### config.mk
export PLATFORM = sky130hd
export DESIGN_NAME = pulse_channel_with_sweep_flat
export DESIGN_NICKNAME = d
export VERILOG_FILES = /design/src/hdl/pcsw_pkg.sv /design/src/hdl/pcsw_item_if.sv /design/src/hdl/pcsw_result_if.sv /design/src/hdl/pulse_channel_with_sweep.sv /design/src/flat_wrapper.sv
export VERILOG_INCLUDE_DIRS = /design/src /design/src/hdl
export SDC_FILE = /design/constraint.sdc
export NUM_CORES = 1
export LEC_CHECK = 0
export ABC_AREA = 1
export BUFFER_PORTS_ARGS = -buffer_cell sky130_fd_sc_hd__buf_4
export CORE_UTILIZATION = 25
export DETAILED_ROUTE_END_ITERATION = 7
export PLACE_DENSITY = 0.49
export RECOVER_POWER = 25
export SYNTH_ARGS = -nofsm -noshare
export SYNTH_HDL_FRONTEND = slang
export SYNTH_SLANG_ARGS = --single-unit
### constraint.sdc
create_clock -name clk -period 5.65 [get_ports clk]
set_clock_uncertainty 0.05 [all_clocks]
set_input_delay 1.13 -clock clk [delete_from_list [all_inputs] [get_ports clk]]
set_output_delay 1.13 -clock clk [all_outputs]
set_load 0.1 [all_outputs]
### src/hdl/pulse_channel_with_sweep_assert.svh
// Assertion macros for the pulse channel block.
`ifndef PULSE_CHANNEL_WITH_SWEEP_ASSERT_SVH
`define PULSE_CHANNEL_WITH_SWEEP_ASSERT_SVH

`ifndef SYNTH

// Clocked property, disabled during reset.
`define PCSW_ASSERT(name, clk, rst, prop) \
  name: assert property (@(posedge clk) disable iff (rst) prop) \
    else $error("pcsw check failed");

// Clocked property, checked during reset too.
`define PCSW_ASSERT_ALWAYS(name, clk, prop) \
  name: assert property (@(posedge clk) prop) \
    else $error("pcsw check failed");

`else

`define PCSW_ASSERT(name, clk, rst, prop)
`define PCSW_ASSERT_ALWAYS(name, clk, prop)

`endif

`endif

### src/hdl/pcsw_pkg.sv
// Package: beat types, op and register codes, duty patterns.
`default_nettype none

package pcsw_pkg;

  // Item kinds
  localparam logic [1:0] OP_TICK  = 2'd0;
  localparam logic [1:0] OP_WRITE = 2'd1;
  localparam logic [1:0] OP_READ  = 2'd2;

  // Channel register offsets
  localparam logic [2:0] REG_SWEEP  = 3'd0;
  localparam logic [2:0] REG_DUTY   = 3'd1;
  localparam logic [2:0] REG_ENV    = 3'd2;
  localparam logic [2:0] REG_PER_LO = 3'd3;
  localparam logic [2:0] REG_PER_HI = 3'd4;

  localparam logic [7:0] READ_OPEN_BUS = 8'hFF;

  // Duty patterns, bit n is step n of the pattern
  localparam logic [7:0] DUTY_PATTERN [4] = '{
    8'b0111_1111,
    8'b0111_1110,
    8'b0001_1110,
    8'b1000_0001
  };

  typedef struct packed {
    logic [1:0] op;
    logic [2:0] reg_offset;
    logic [7:0] write_data;
    logic       div_bit4;
    logic       channel_step;
  } item_beat_t;

  typedef struct packed {
    logic [7:0] read_data;
    logic [3:0] level;
    logic       channel_active;
  } result_beat_t;

  function automatic logic duty_bit(input logic [1:0] sel, input logic [2:0] pos);
    logic [7:0] pat;
    pat = DUTY_PATTERN[sel];
    return pat[pos];
  endfunction

endpackage

`default_nettype wire

### src/hdl/pcsw_item_if.sv
// Input channel: valid/ready with one item beat.
`default_nettype none

interface pcsw_item_if import pcsw_pkg::*; ();
  logic       valid;
  logic       ready;
  item_beat_t data;

  modport source (output valid, output data, input ready);
  modport sink   (input valid, input data, output ready);
endinterface

`default_nettype wire

### src/hdl/pcsw_result_if.sv
// Output channel: valid/ready with one result beat.
`default_nettype none

interface pcsw_result_if import pcsw_pkg::*; ();
  logic         valid;
  logic         ready;
  result_beat_t data;

  modport source (output valid, output data, input ready);
  modport sink   (input valid, input data, output ready);
endinterface

`default_nettype wire

### src/hdl/pulse_channel_with_sweep.sv
// Latency: a result beat is valid the cycle after its item beat is accepted.
// Throughput: one item per cycle while each result is taken; all channel state updates
// in the accept cycle, and no new item is let in while a result waits untaken.
// Reset (rst, synchronous): all channel state, power and result valid go to zero.
// No clearing pass; the block takes items from the first cycle after reset.
`default_nettype none

module pulse_channel_with_sweep import pcsw_pkg::*; (
  input  wire logic   clk,
  input  wire logic   rst,
  pcsw_item_if.sink   item,
  pcsw_result_if.source result,
  input  wire logic   cfg_we,
  input  wire logic   cfg_data
);

`include "pulse_channel_with_sweep_assert.svh"

  // Channel state
  logic        apu_power;
  logic [7:0]  reg_sweep, reg_duty, reg_env, reg_per_lo, reg_per_hi;
  logic        channel_on;
  logic        last_div_bit;
  logic [2:0]  sequencer_step;
  logic [2:0]  duty_position;
  logic [11:0] period_count;
  logic [3:0]  volume;
  logic [2:0]  sweep_count;
  logic [2:0]  sweep_pace_latched;
  logic        env_up;
  logic [2:0]  env_pace_latched;
  logic [2:0]  env_count;
  logic [6:0]  length_count;
  logic [3:0]  level_held;

  logic [7:0]  reg_sweep_next, reg_duty_next, reg_env_next, reg_per_lo_next, reg_per_hi_next;
  logic        channel_on_next;
  logic        last_div_bit_next;
  logic [2:0]  sequencer_step_next;
  logic [2:0]  duty_position_next;
  logic [11:0] period_count_next;
  logic [3:0]  volume_next;
  logic [2:0]  sweep_count_next;
  logic [2:0]  sweep_pace_latched_next;
  logic        env_up_next;
  logic [2:0]  env_pace_latched_next;
  logic [2:0]  env_count_next;
  logic [6:0]  length_count_next;
  logic [3:0]  level_held_next;
  logic [7:0]  read_data_next;

  logic         accept;
  logic         result_valid;
  result_beat_t result_beat;
  item_beat_t   in_beat;

  assign in_beat    = item.data;
  assign accept     = item.valid && item.ready;
  assign item.ready = !result_valid || result.ready;

  // Next-state logic for one item
  always_comb begin
    logic        fall;
    logic [2:0]  pace;
    logic [10:0] per;
    logic [10:0] delta;
    logic [11:0] new_per;
    logic [7:0]  wdata;

    reg_sweep_next          = reg_sweep;
    reg_duty_next           = reg_duty;
    reg_env_next            = reg_env;
    reg_per_lo_next         = reg_per_lo;
    reg_per_hi_next         = reg_per_hi;
    channel_on_next         = channel_on;
    last_div_bit_next       = last_div_bit;
    sequencer_step_next     = sequencer_step;
    duty_position_next      = duty_position;
    period_count_next       = period_count;
    volume_next             = volume;
    sweep_count_next        = sweep_count;
    sweep_pace_latched_next = sweep_pace_latched;
    env_up_next             = env_up;
    env_pace_latched_next   = env_pace_latched;
    env_count_next          = env_count;
    length_count_next       = length_count;
    level_held_next         = level_held;
    read_data_next          = 8'h00;

    fall    = last_div_bit && !in_beat.div_bit4;
    pace    = reg_sweep[6:4];
    per     = {reg_per_hi[2:0], reg_per_lo};
    delta   = per >> reg_sweep[2:0];
    new_per = reg_sweep[3] ? ({1'b0, per} - {1'b0, delta}) : ({1'b0, per} + {1'b0, delta});
    wdata   = in_beat.write_data;

    if (in_beat.op == OP_TICK) begin
      if (apu_power) begin
        // Frame sequencer on a falling edge of the divider bit
        if (fall) begin
          sequencer_step_next = sequencer_step + 3'd1;
          // Length timer on even steps
          if (!sequencer_step_next[0] && channel_on_next && reg_per_hi[6]) begin
            length_count_next = length_count + 7'd1;
            if (length_count_next[6]) begin
              channel_on_next = 1'b0;
            end
          end
          // Sweep every fourth step
          if (sequencer_step_next[1:0] == 2'd0 && channel_on_next && pace != 3'd0) begin
            sweep_count_next = sweep_count + 3'd1;
            if (sweep_count_next == sweep_pace_latched) begin
              if (new_per[11] || new_per == 12'd0) begin
                channel_on_next = 1'b0;
              end else begin
                reg_per_lo_next = new_per[7:0];
                reg_per_hi_next = {reg_per_hi[7:3], new_per[10:8]};
              end
              sweep_count_next        = 3'd0;
              sweep_pace_latched_next = pace;
            end
          end
          // Envelope every eighth step
          if (sequencer_step_next == 3'd0 && channel_on_next && env_pace_latched != 3'd0) begin
            env_count_next = env_count + 3'd1;
            if (env_count_next >= env_pace_latched) begin
              if (env_up) begin
                if (volume != 4'd15) volume_next = volume + 4'd1;
              end else begin
                if (volume != 4'd0) volume_next = volume - 4'd1;
              end
              env_count_next = 3'd0;
            end
          end
        end
        last_div_bit_next = in_beat.div_bit4;
        // Channel clock: period counter and duty stepping
        if (in_beat.channel_step && channel_on_next) begin
          if (reg_env[7:3] == 5'd0) begin
            channel_on_next = 1'b0;
          end else begin
            period_count_next = period_count + 12'd1;
            if (period_count_next[11]) begin
              duty_position_next = duty_position + 3'd1;
              period_count_next  = {1'b0, reg_per_hi_next[2:0], reg_per_lo_next};
            end
            level_held_next = duty_bit(reg_duty[7:6], duty_position_next) ? volume_next : 4'd0;
          end
        end
      end
    end else if (in_beat.op == OP_WRITE) begin
      if (!apu_power) begin
        if (in_beat.reg_offset == REG_DUTY) reg_duty_next = wdata;
      end else begin
        unique case (in_beat.reg_offset)
          REG_SWEEP: begin
            // Sweep restarts when the pace goes from zero to nonzero
            if (reg_sweep[6:4] == 3'd0 && wdata[6:4] != 3'd0) begin
              sweep_count_next        = 3'd0;
              sweep_pace_latched_next = wdata[6:4];
            end
            reg_sweep_next = wdata;
          end
          REG_DUTY:   reg_duty_next   = wdata;
          REG_ENV:    reg_env_next    = wdata;
          REG_PER_LO: reg_per_lo_next = wdata;
          REG_PER_HI: begin
            if (wdata[7]) begin
              // Trigger: reload from the period that includes the new high bits
              reg_per_hi_next         = {1'b0, wdata[6:0]};
              channel_on_next         = 1'b1;
              duty_position_next      = 3'd0;
              volume_next             = reg_env[7:4];
              period_count_next       = {1'b0, wdata[2:0], reg_per_lo};
              sweep_count_next        = 3'd0;
              sweep_pace_latched_next = pace;
              env_up_next             = reg_env[3];
              env_pace_latched_next   = reg_env[2:0];
              env_count_next          = 3'd0;
              length_count_next       = {1'b0, reg_duty[5:0]};
            end else begin
              reg_per_hi_next = wdata;
            end
          end
          default: ;
        endcase
      end
    end else if (in_beat.op == OP_READ) begin
      unique case (in_beat.reg_offset)
        REG_SWEEP:  read_data_next = reg_sweep;
        REG_DUTY:   read_data_next = reg_duty & 8'hC0;
        REG_ENV:    read_data_next = reg_env;
        REG_PER_LO: read_data_next = reg_per_lo;
        REG_PER_HI: read_data_next = reg_per_hi & 8'h40;
        default:    read_data_next = READ_OPEN_BUS;
      endcase
    end
  end

  // Channel state registers
  always_ff @(posedge clk) begin
    if (rst) begin
      reg_sweep          <= '0;
      reg_duty           <= '0;
      reg_env            <= '0;
      reg_per_lo         <= '0;
      reg_per_hi         <= '0;
      channel_on         <= 1'b0;
      last_div_bit       <= 1'b0;
      sequencer_step     <= '0;
      duty_position      <= '0;
      period_count       <= '0;
      volume             <= '0;
      sweep_count        <= '0;
      sweep_pace_latched <= '0;
      env_up             <= 1'b0;
      env_pace_latched   <= '0;
      env_count          <= '0;
      length_count       <= '0;
      level_held         <= '0;
    end else if (accept) begin
      reg_sweep          <= reg_sweep_next;
      reg_duty           <= reg_duty_next;
      reg_env            <= reg_env_next;
      reg_per_lo         <= reg_per_lo_next;
      reg_per_hi         <= reg_per_hi_next;
      channel_on         <= channel_on_next;
      last_div_bit       <= last_div_bit_next;
      sequencer_step     <= sequencer_step_next;
      duty_position      <= duty_position_next;
      period_count       <= period_count_next;
      volume             <= volume_next;
      sweep_count        <= sweep_count_next;
      sweep_pace_latched <= sweep_pace_latched_next;
      env_up             <= env_up_next;
      env_pace_latched   <= env_pace_latched_next;
      env_count          <= env_count_next;
      length_count       <= length_count_next;
      level_held         <= level_held_next;
    end
  end

  // Power register
  always_ff @(posedge clk) begin
    if (rst) begin
      apu_power <= 1'b0;
    end else if (cfg_we) begin
      apu_power <= cfg_data;
    end
  end

  // Result register
  always_ff @(posedge clk) begin
    if (rst) begin
      result_valid <= 1'b0;
    end else if (item.ready) begin
      result_valid <= item.valid;
    end
  end

  always_ff @(posedge clk) begin
    if (accept) begin
      result_beat.read_data      <= read_data_next;
      result_beat.level          <= level_held_next;
      result_beat.channel_active <= channel_on_next;
    end
  end

  assign result.valid = result_valid;
  assign result.data  = result_beat;

  // Beat classes and frame state watched by the checks
  logic       trig_beat;
  logic       idle_tick_beat;
  logic [4:0] frame_state;

  assign trig_beat      = accept && apu_power && in_beat.op == OP_WRITE &&
                          in_beat.reg_offset == REG_PER_HI && in_beat.write_data[7];
  assign idle_tick_beat = accept && !apu_power && in_beat.op == OP_TICK;
  assign frame_state    = {sequencer_step, last_div_bit, channel_on};

  // Checks
  `PCSW_ASSERT(a_on_by_trigger, clk, rst, $rose(channel_on) |-> $past(trig_beat))
  `PCSW_ASSERT(a_power_off_tick, clk, rst, idle_tick_beat |=> $stable(frame_state))
  `PCSW_ASSERT(a_length_in_range, clk, rst, channel_on |-> !length_count[6])
  `PCSW_ASSERT(a_level_hold, clk, rst, !accept |=> $stable(level_held))
  `PCSW_ASSERT_ALWAYS(a_ready_stall, clk, !item.ready |-> (result_valid && !result.ready))

endmodule

`default_nettype wire
### src/flat_wrapper.sv
// flat-port wrapper written by rule: the top's interface ports become plain ports
module pulse_channel_with_sweep_flat import pcsw_pkg::*;
  (clk, rst, cfg_we, cfg_data, item_valid, item_data, item_ready, result_valid, result_data, result_ready);
  pcsw_item_if item_i ();
  pcsw_result_if result_i ();
  input  wire logic clk;
  input  wire logic rst;
  input  wire logic cfg_we;
  input  wire logic cfg_data;
  input wire logic [$bits(item_i.valid)-1:0] item_valid;
  input wire logic [$bits(item_i.data)-1:0] item_data;
  output wire logic [$bits(item_i.ready)-1:0] item_ready;
  output wire logic [$bits(result_i.valid)-1:0] result_valid;
  output wire logic [$bits(result_i.data)-1:0] result_data;
  input wire logic [$bits(result_i.ready)-1:0] result_ready;
  assign item_i.valid = item_valid;
  assign item_i.data = item_data;
  assign item_ready = item_i.ready;
  assign result_valid = result_i.valid;
  assign result_data = result_i.data;
  assign result_i.ready = result_ready;
  pulse_channel_with_sweep u_core (.clk(clk), .rst(rst), .item(item_i), .result(result_i), .cfg_we(cfg_we), .cfg_data(cfg_data));
endmodule
* After elaboration in Yosys (flattened, before gate mapping)
Cells that the tools add are included.
Word-level totals: register bits 102, bits in latches 0, memory bits (writable) 0, bits in read-only memories 0, word-level logic and storage cells 223, memories kept 0
Operators by class: $add $sub $neg 10, $mul 0, divide/modulo/power cells 0, order comparisons 3, eq/ne operators 17, shift operators 1, multiplexer cells 118, bitwise gates (word level) 3, reduce and logical (&&, ||, !) cells 47
Operator list (number):
- $mux 3 | 37
- $mux 12 | 9
- $mux 7 | 15
- $mux 8 | 11
- $mux 4 | 17
- $pmux 8 s5 | 1
- $mux 1 | 23
- $reduce_and 7->1 | 3
- $reduce_and 5->1 | 4
- $bmux 8 s2 | 1
- $reduce_and 4->1 | 4
- $add 11x11->12 | 1
- $add 12x1->12 const B | 1
- $add 3x1->3 const B | 4
- $logic_not 12->1 | 1
- $ne 2x2->1 const B | 6
- $pmux 3 s2 | 2
- $reduce_bool 3->1 | 4
- $sub 11x11->12 | 1
- $mux 11 | 1
- $shr 11x3->11 | 1
- $logic_and 1x1->1 | 10
- $logic_not 3->1 | 3
- $reduce_and 9->1 | 1
- other kinds (29) | 38

* Logic depth before layout (Yosys ltp)
word-level depth 28, depth in mapped cells 34

* Worst setup path after synthesis
Ideal clock, no wire load.
kind flip-flop to flip-flop, from reg u_core.reg_sweep[1], to reg u_core.period_count[8], setup time 113 ps, data arrival time 3573 ps, required time 5487 ps, setup slack 1914 ps, stages on the path, launching flop included 31, path buffers 2, cells stage by stage dfxtp_1 inv_1 buf_2 nand3_1 nand3_1 o21ai_2 inv_1 ha_1 nand3_1 nor3b_1 nand3_1 o21ai_0 xor2_1 inv_1 ha_1 inv_1 nor3_1 nand3_1 nand3_1 inv_1 nand2_1 nand3_4 nand2_4 nand2_2 nand2_4 nand2_4 a21oi_4 inv_2 buf_6 nor2_1 nor2_1
Between the ends: word-level cells in the longest chain between the ends 17, elaborated cells between the ends (all ways) 27, classes of those cells add/sub: 2; eq/ne: 1; shift: 1; mux: 19; reduce/logical: 4
Ends and longest elaborated chain:
- from (decl) | line pulse_channel_with_sweep.sv:21 | logic [7:0] reg_sweep, reg_duty, reg_env, reg_per_lo, reg_per_hi;
- from (signal assigned) | line pulse_channel_with_sweep.sv:222 | reg_sweep <= reg_sweep_next;
- $shr 11x3->11 (*) | line pulse_channel_with_sweep.sv:93 | delta = per >> reg_sweep[2:0];
- $add 11x11->12 / $sub 11x11->12 (equally long branches) | line pulse_channel_with_sweep.sv:94 | new_per = reg_sweep[3] ? ({1'b0, per} - {1'b0, delta}) : ({1'b0, per} + {1'b0, delta});
- $mux 12 (*) | line pulse_channel_with_sweep.sv:94
- $logic_not 12->1 | line pulse_channel_with_sweep.sv:113 | if (new_per[11] || new_per == 12'd0) begin
- $logic_or 1x1->1 | line pulse_channel_with_sweep.sv:113
- $mux 1 | line pulse_channel_with_sweep.sv:113
- $mux 1 | line pulse_channel_with_sweep.sv:112 | if (sweep_count_next == sweep_pace_latched) begin
- $mux 1 | line pulse_channel_with_sweep.sv:110 | if (sequencer_step_next[1:0] == 2'd0 && channel_on_next && pace != 3'd0) begin
- $mux 1 | line pulse_channel_with_sweep.sv:100 | if (fall) begin
- $mux 1 | line pulse_channel_with_sweep.sv:98 | if (apu_power) begin
- $mux 1 | line pulse_channel_with_sweep.sv:97 | if (in_beat.op == OP_TICK) begin
- $mux 1 | line pulse_channel_with_sweep.sv:100
- $mux 1 | line pulse_channel_with_sweep.sv:98
- $mux 1 | line pulse_channel_with_sweep.sv:97
- $logic_and 1x1->1 | line pulse_channel_with_sweep.sv:138 | if (in_beat.channel_step && channel_on_next) begin
- $ne 2x2->1 (no source line)
- $reduce_and 7->1 (no source line)
- to (signal assigned) | line pulse_channel_with_sweep.sv:231 | period_count <= period_count_next;
- to (decl) | line pulse_channel_with_sweep.sv:26 | logic [11:0] period_count;
Mark *: on every way between the ends. The rest lies on a longest branch, timed or not. The select of a mux whose other input is x is not followed. A chain may end at the register's enable or synchronous reset.

* Worst setup path in the final report
from reg u_core.reg_sweep[0], to reg u_core.duty_position[2]
Between the ends: word-level cells in the longest chain between the ends 17, elaborated cells between the ends (all ways) 18, classes of those cells add/sub: 2; eq/ne: 1; shift: 1; mux: 10; reduce/logical: 4
Ends and longest elaborated chain:
- $shr 11x3->11 (*) | line pulse_channel_with_sweep.sv:93
- $add 11x11->12 / $sub 11x11->12 (equally long branches) | line pulse_channel_with_sweep.sv:94
- $mux 12 (*) | line pulse_channel_with_sweep.sv:94
- $logic_not 12->1 | line pulse_channel_with_sweep.sv:113
- $logic_or 1x1->1 (*) | line pulse_channel_with_sweep.sv:113
- $mux 1 (*) | line pulse_channel_with_sweep.sv:113
- $mux 1 (*) | line pulse_channel_with_sweep.sv:112
- $mux 1 (*) | line pulse_channel_with_sweep.sv:110
- $mux 1 (*) | line pulse_channel_with_sweep.sv:100
- $mux 1 (*) | line pulse_channel_with_sweep.sv:98
- $mux 1 (*) | line pulse_channel_with_sweep.sv:97
- $mux 1 (*) | line pulse_channel_with_sweep.sv:100
- $mux 1 (*) | line pulse_channel_with_sweep.sv:98
- $mux 1 (*) | line pulse_channel_with_sweep.sv:97
- $logic_and 1x1->1 (*) | line pulse_channel_with_sweep.sv:138
- $ne 2x2->1 (no source line) (*)
- $reduce_and 7->1 (no source line) (*)
- to (signal assigned) | line pulse_channel_with_sweep.sv:230 | duty_position <= duty_position_next;
- to (decl) | line pulse_channel_with_sweep.sv:25 | logic [2:0] duty_position;
Marks and branches as above.

==> run metrics <==
CTS Sinks slightly below 100; slew of the pin with the lowest slew margin about 1.4 ns; instance count of the mapped netlist between 1000 and 1500; Hold Path Origin u_core.last_div_bit; number of hold-repair buffers added at the cts stage 0; synth-to-layout area growth 12.1%; Avg Vias per Cell roughly 4.8; initial antenna violation count 0; Critical Path Start Type register; total count of hold-check failures in the final report 0; die footprint 0.0272 sq mm; post_cts resized 0; share of final-layout standard cells stronger than drive strength 1 around 6.7%; floorplan die width about 170 um; FF-to-FF path depth 29; number of global-route vias before repair 6033; Port Buf Inserts 35; instance count after placement with tap cells included roughly 1400; Slew headroom 7.53%; Inserted Clock Buffers 9; classification of the worst-slack hold path register to register; average cell area after synthesis 6.52 sq um; hold slack slightly above 0.4 ns; total nets after synthesis between 1000 and 1500; most frequent cells in the layout 241 x sky130_fd_sc_hd__nand2_1, 121 x sky130_fd_sc_hd__inv_1, 118 x sky130_fd_sc_hd__nor2_1; buffer levels on the longest clock path 2; htree depth 3; setup repair after global routing missed its margin no; number of nets still failing antenna checks after routing 0; clock latency reported for the late side of the worst-skew pair between 0.3 and 0.4 ns; placed wire-length estimate approximately 16000 um; clock root buffer sky130_fd_sc_hd__clkbuf_16; Final #Nets 1086; Fin Setup TNS 0 ns; first-pass GRT wire length around 32000 um; number of enable-type register cells in the synthesized netlist 13; final weighted congestion in routability-driven placement around 0.90; top cell type's share of synthesized area approximately a quarter; synth top area cells sky130_fd_sc_hd__dfxtp_1 26%, sky130_fd_sc_hd__nand2_1 14%, sky130_fd_sc_hd__inv_1 6.8%; drt first pass iters 5; post-CTS setup-driven buffer insertion count 0; Reg-to-Reg Start u_core.reg_sweep[0]; sequential share of the synthesized area a little under a third; launching element of the worst setup path u_core.reg_sweep[0]; Antenna Cells 0; number of library cell types mapped by synthesis about 50; largest fanout on the critical path 14; type of the worst setup path register to register; Pwr per Cell Area about 230 mW/mm^2; Max Cap Viol 0; final cell count without fillers 1378; total number of vias 6590; run status finished clean; worst slack after detailed placement roughly 1 ns; final critical path time including I/O delays and setup between 4 and 5 ns; initial cell density of the core approximately a quarter; leading cell type in the layout, fill and taps excluded sky130_fd_sc_hd__nand2_1; endpoint of the lowest-slack register-to-register path u_core.duty_position[2]; area of the core between 0.02 and 0.03 sq mm; critical path endpoint u_core.duty_position[2]; drt first-iter violations ~440; wire length per cell 14.8 um; count of pins over their slew limit 0; required time reported for the critical path endpoint between 5 and 6 ns; biggest cell delay along the critical path between 0.5 and 0.6 ns; synthesis warning total 0; reg-to-reg setup timing slack around 0.96 ns; leakage approximately 3.3 nW; maximum number of pins on one net before global-route repair 41; remaining global-route overflow 0; master of the slowest instance on the critical path sky130_fd_sc_hd__dfxtp_1; Data arrival, critical path about 4.8 ns; DRC errors left 0; biggest area consumer among synthesized cells sky130_fd_sc_hd__dfxtp_1; die height between 150 and 200 um; area of the mapped netlist around 0.0066 sq mm; flip-flop and latch count after synthesis 98; TritonCTS clock tree done; maximum clock rate between 200 and 250 MHz; # setup viols final 0; number of cells traversed by the worst hold path 2; IR drop worst, VDD roughly 0.16 mV; floorplan row count ~60; routed wire length 20400 um; kind of capture point of the worst setup path register; Synth async-reset ratio 0%; most used flip-flop cell after synthesis sky130_fd_sc_hd__dfxtp_1; post-route setup slack 0.962 ns; number of top-level design ports 36; overall track demand over capacity in global routing roughly 15%; CTS clk-pin slew, worst paths about 0.070 ns; final clock period utilization by the worst path between 80% and 90%
## metrics by stage
| stage | area (sq um) | total power [mW] | util, % |
|---|---|---|---|
| 2_1_floorplan | 6650 | 1.00 | - |
| 3_3_place_gp | 7210 | 1.10 | 27.7 |
| 3_5_place_dp | 7210 | 1.10 | 27.7 |
| 4_1_cts | 7510 | 1.75 | 28.8 |
| 5_1_grt | 7450 | 1.81 | 28.6 |
| 6_report | 7450 | 1.72 | 28.6 |
## cell usage after synthesis, types with 16 or more instances
master                     instances
sky130_fd_sc_hd__nand2_1         241
sky130_fd_sc_hd__a21oi_1          73
sky130_fd_sc_hd__dfxtp_1          85
sky130_fd_sc_hd__nor2_1          118
sky130_fd_sc_hd__clkbuf_1         18
sky130_fd_sc_hd__ha_1             25
sky130_fd_sc_hd__xor2_1           16
sky130_fd_sc_hd__o21ai_0          80
sky130_fd_sc_hd__nor3_1           18
sky130_fd_sc_hd__inv_1           121
sky130_fd_sc_hd__nand3_1          72
sky130_fd_sc_hd__a31oi_1          19
## sequential cells by signal, indices dropped and copies added (netlist names)
| name | cells |
|---|---|
| u_core.result.data | 13 |
| u_core.period_count | 11 |
| u_core.reg_duty | 8 |
| u_core.reg_env | 8 |
| u_core.reg_per_lo | 8 |
| u_core.reg_sweep | 8 |
| u_core.length_count | 7 |
| u_core.level_held | 4 |
| u_core.reg_per_hi | 4 |
| u_core.volume | 4 |
| u_core.duty_position | 3 |
| u_core.env_count | 3 |
| u_core.env_pace_latched | 3 |
| u_core.sequencer_step | 3 |
| u_core.sweep_count | 3 |
| u_core.sweep_pace_latched | 3 |
| u_core.apu_power | 1 |
| u_core.channel_on | 1 |
| u_core.env_up | 1 |
| u_core.last_div_bit | 1 |
| u_core.result.valid | 1 |
## critical path, delay by kind of cell, from the launching register on
family          cells  cell delay (ns)
compound gates      3             0.55
fa+ha+maj           2             0.50
flops               1             0.56
buf+inv             5             0.58
xor+xnor            1             0.17
simple gates       18             2.09
## worst min path at each step
stage | endpoint | slack (ns)
2_1_floorplan | u_core.last_div_bit | 0.38
3_3_place_gp | u_core.last_div_bit | 0.39
3_5_place_dp | u_core.last_div_bit | 0.41
4_1_cts | u_core.last_div_bit | 0.42
5_1_grt | u_core.last_div_bit | 0.44
6_report | u_core.last_div_bit | 0.41
## where the power goes
part	switching (mW)	internal (mW)
logic	0.251	0.0947
clock network	0.280	0.368
registers	0.0101	0.720
## logic make-up (layout without fill, tap and decap cells)
kind of cell	Yosys count	count (layout)	synth area share, %
compound gates	214	214	18.1
xor+xnor	24	24	3.16
fa+ha+maj	26	26	5.01
buf+inv	158	182	9.64
flops	98	98	31.5
mux	2	2	0.301
simple gates	497	497	32.3
## cell type report
cell class,instances,area (sq um)
Fill cell,2944,18600
Multi-Input combinational cell,763,3920
Sequential cell,98,2090
Inverter,127,479
Tap cell,335,419
Clock buffer,12,256
Timing Repair Buffer,40,240
Clock inverter,3,47.5
## metal layers
layer  GRT usage [%]  part of all wire, %  vias up
met5               0                    0        -
met4            4.67                  2.0        0
met3            2.22                  3.6       27
met2            23.6                   43      136
met1            21.8                   51     3028
li1                -                    -     3399
(Power assumes the default switching activity.)
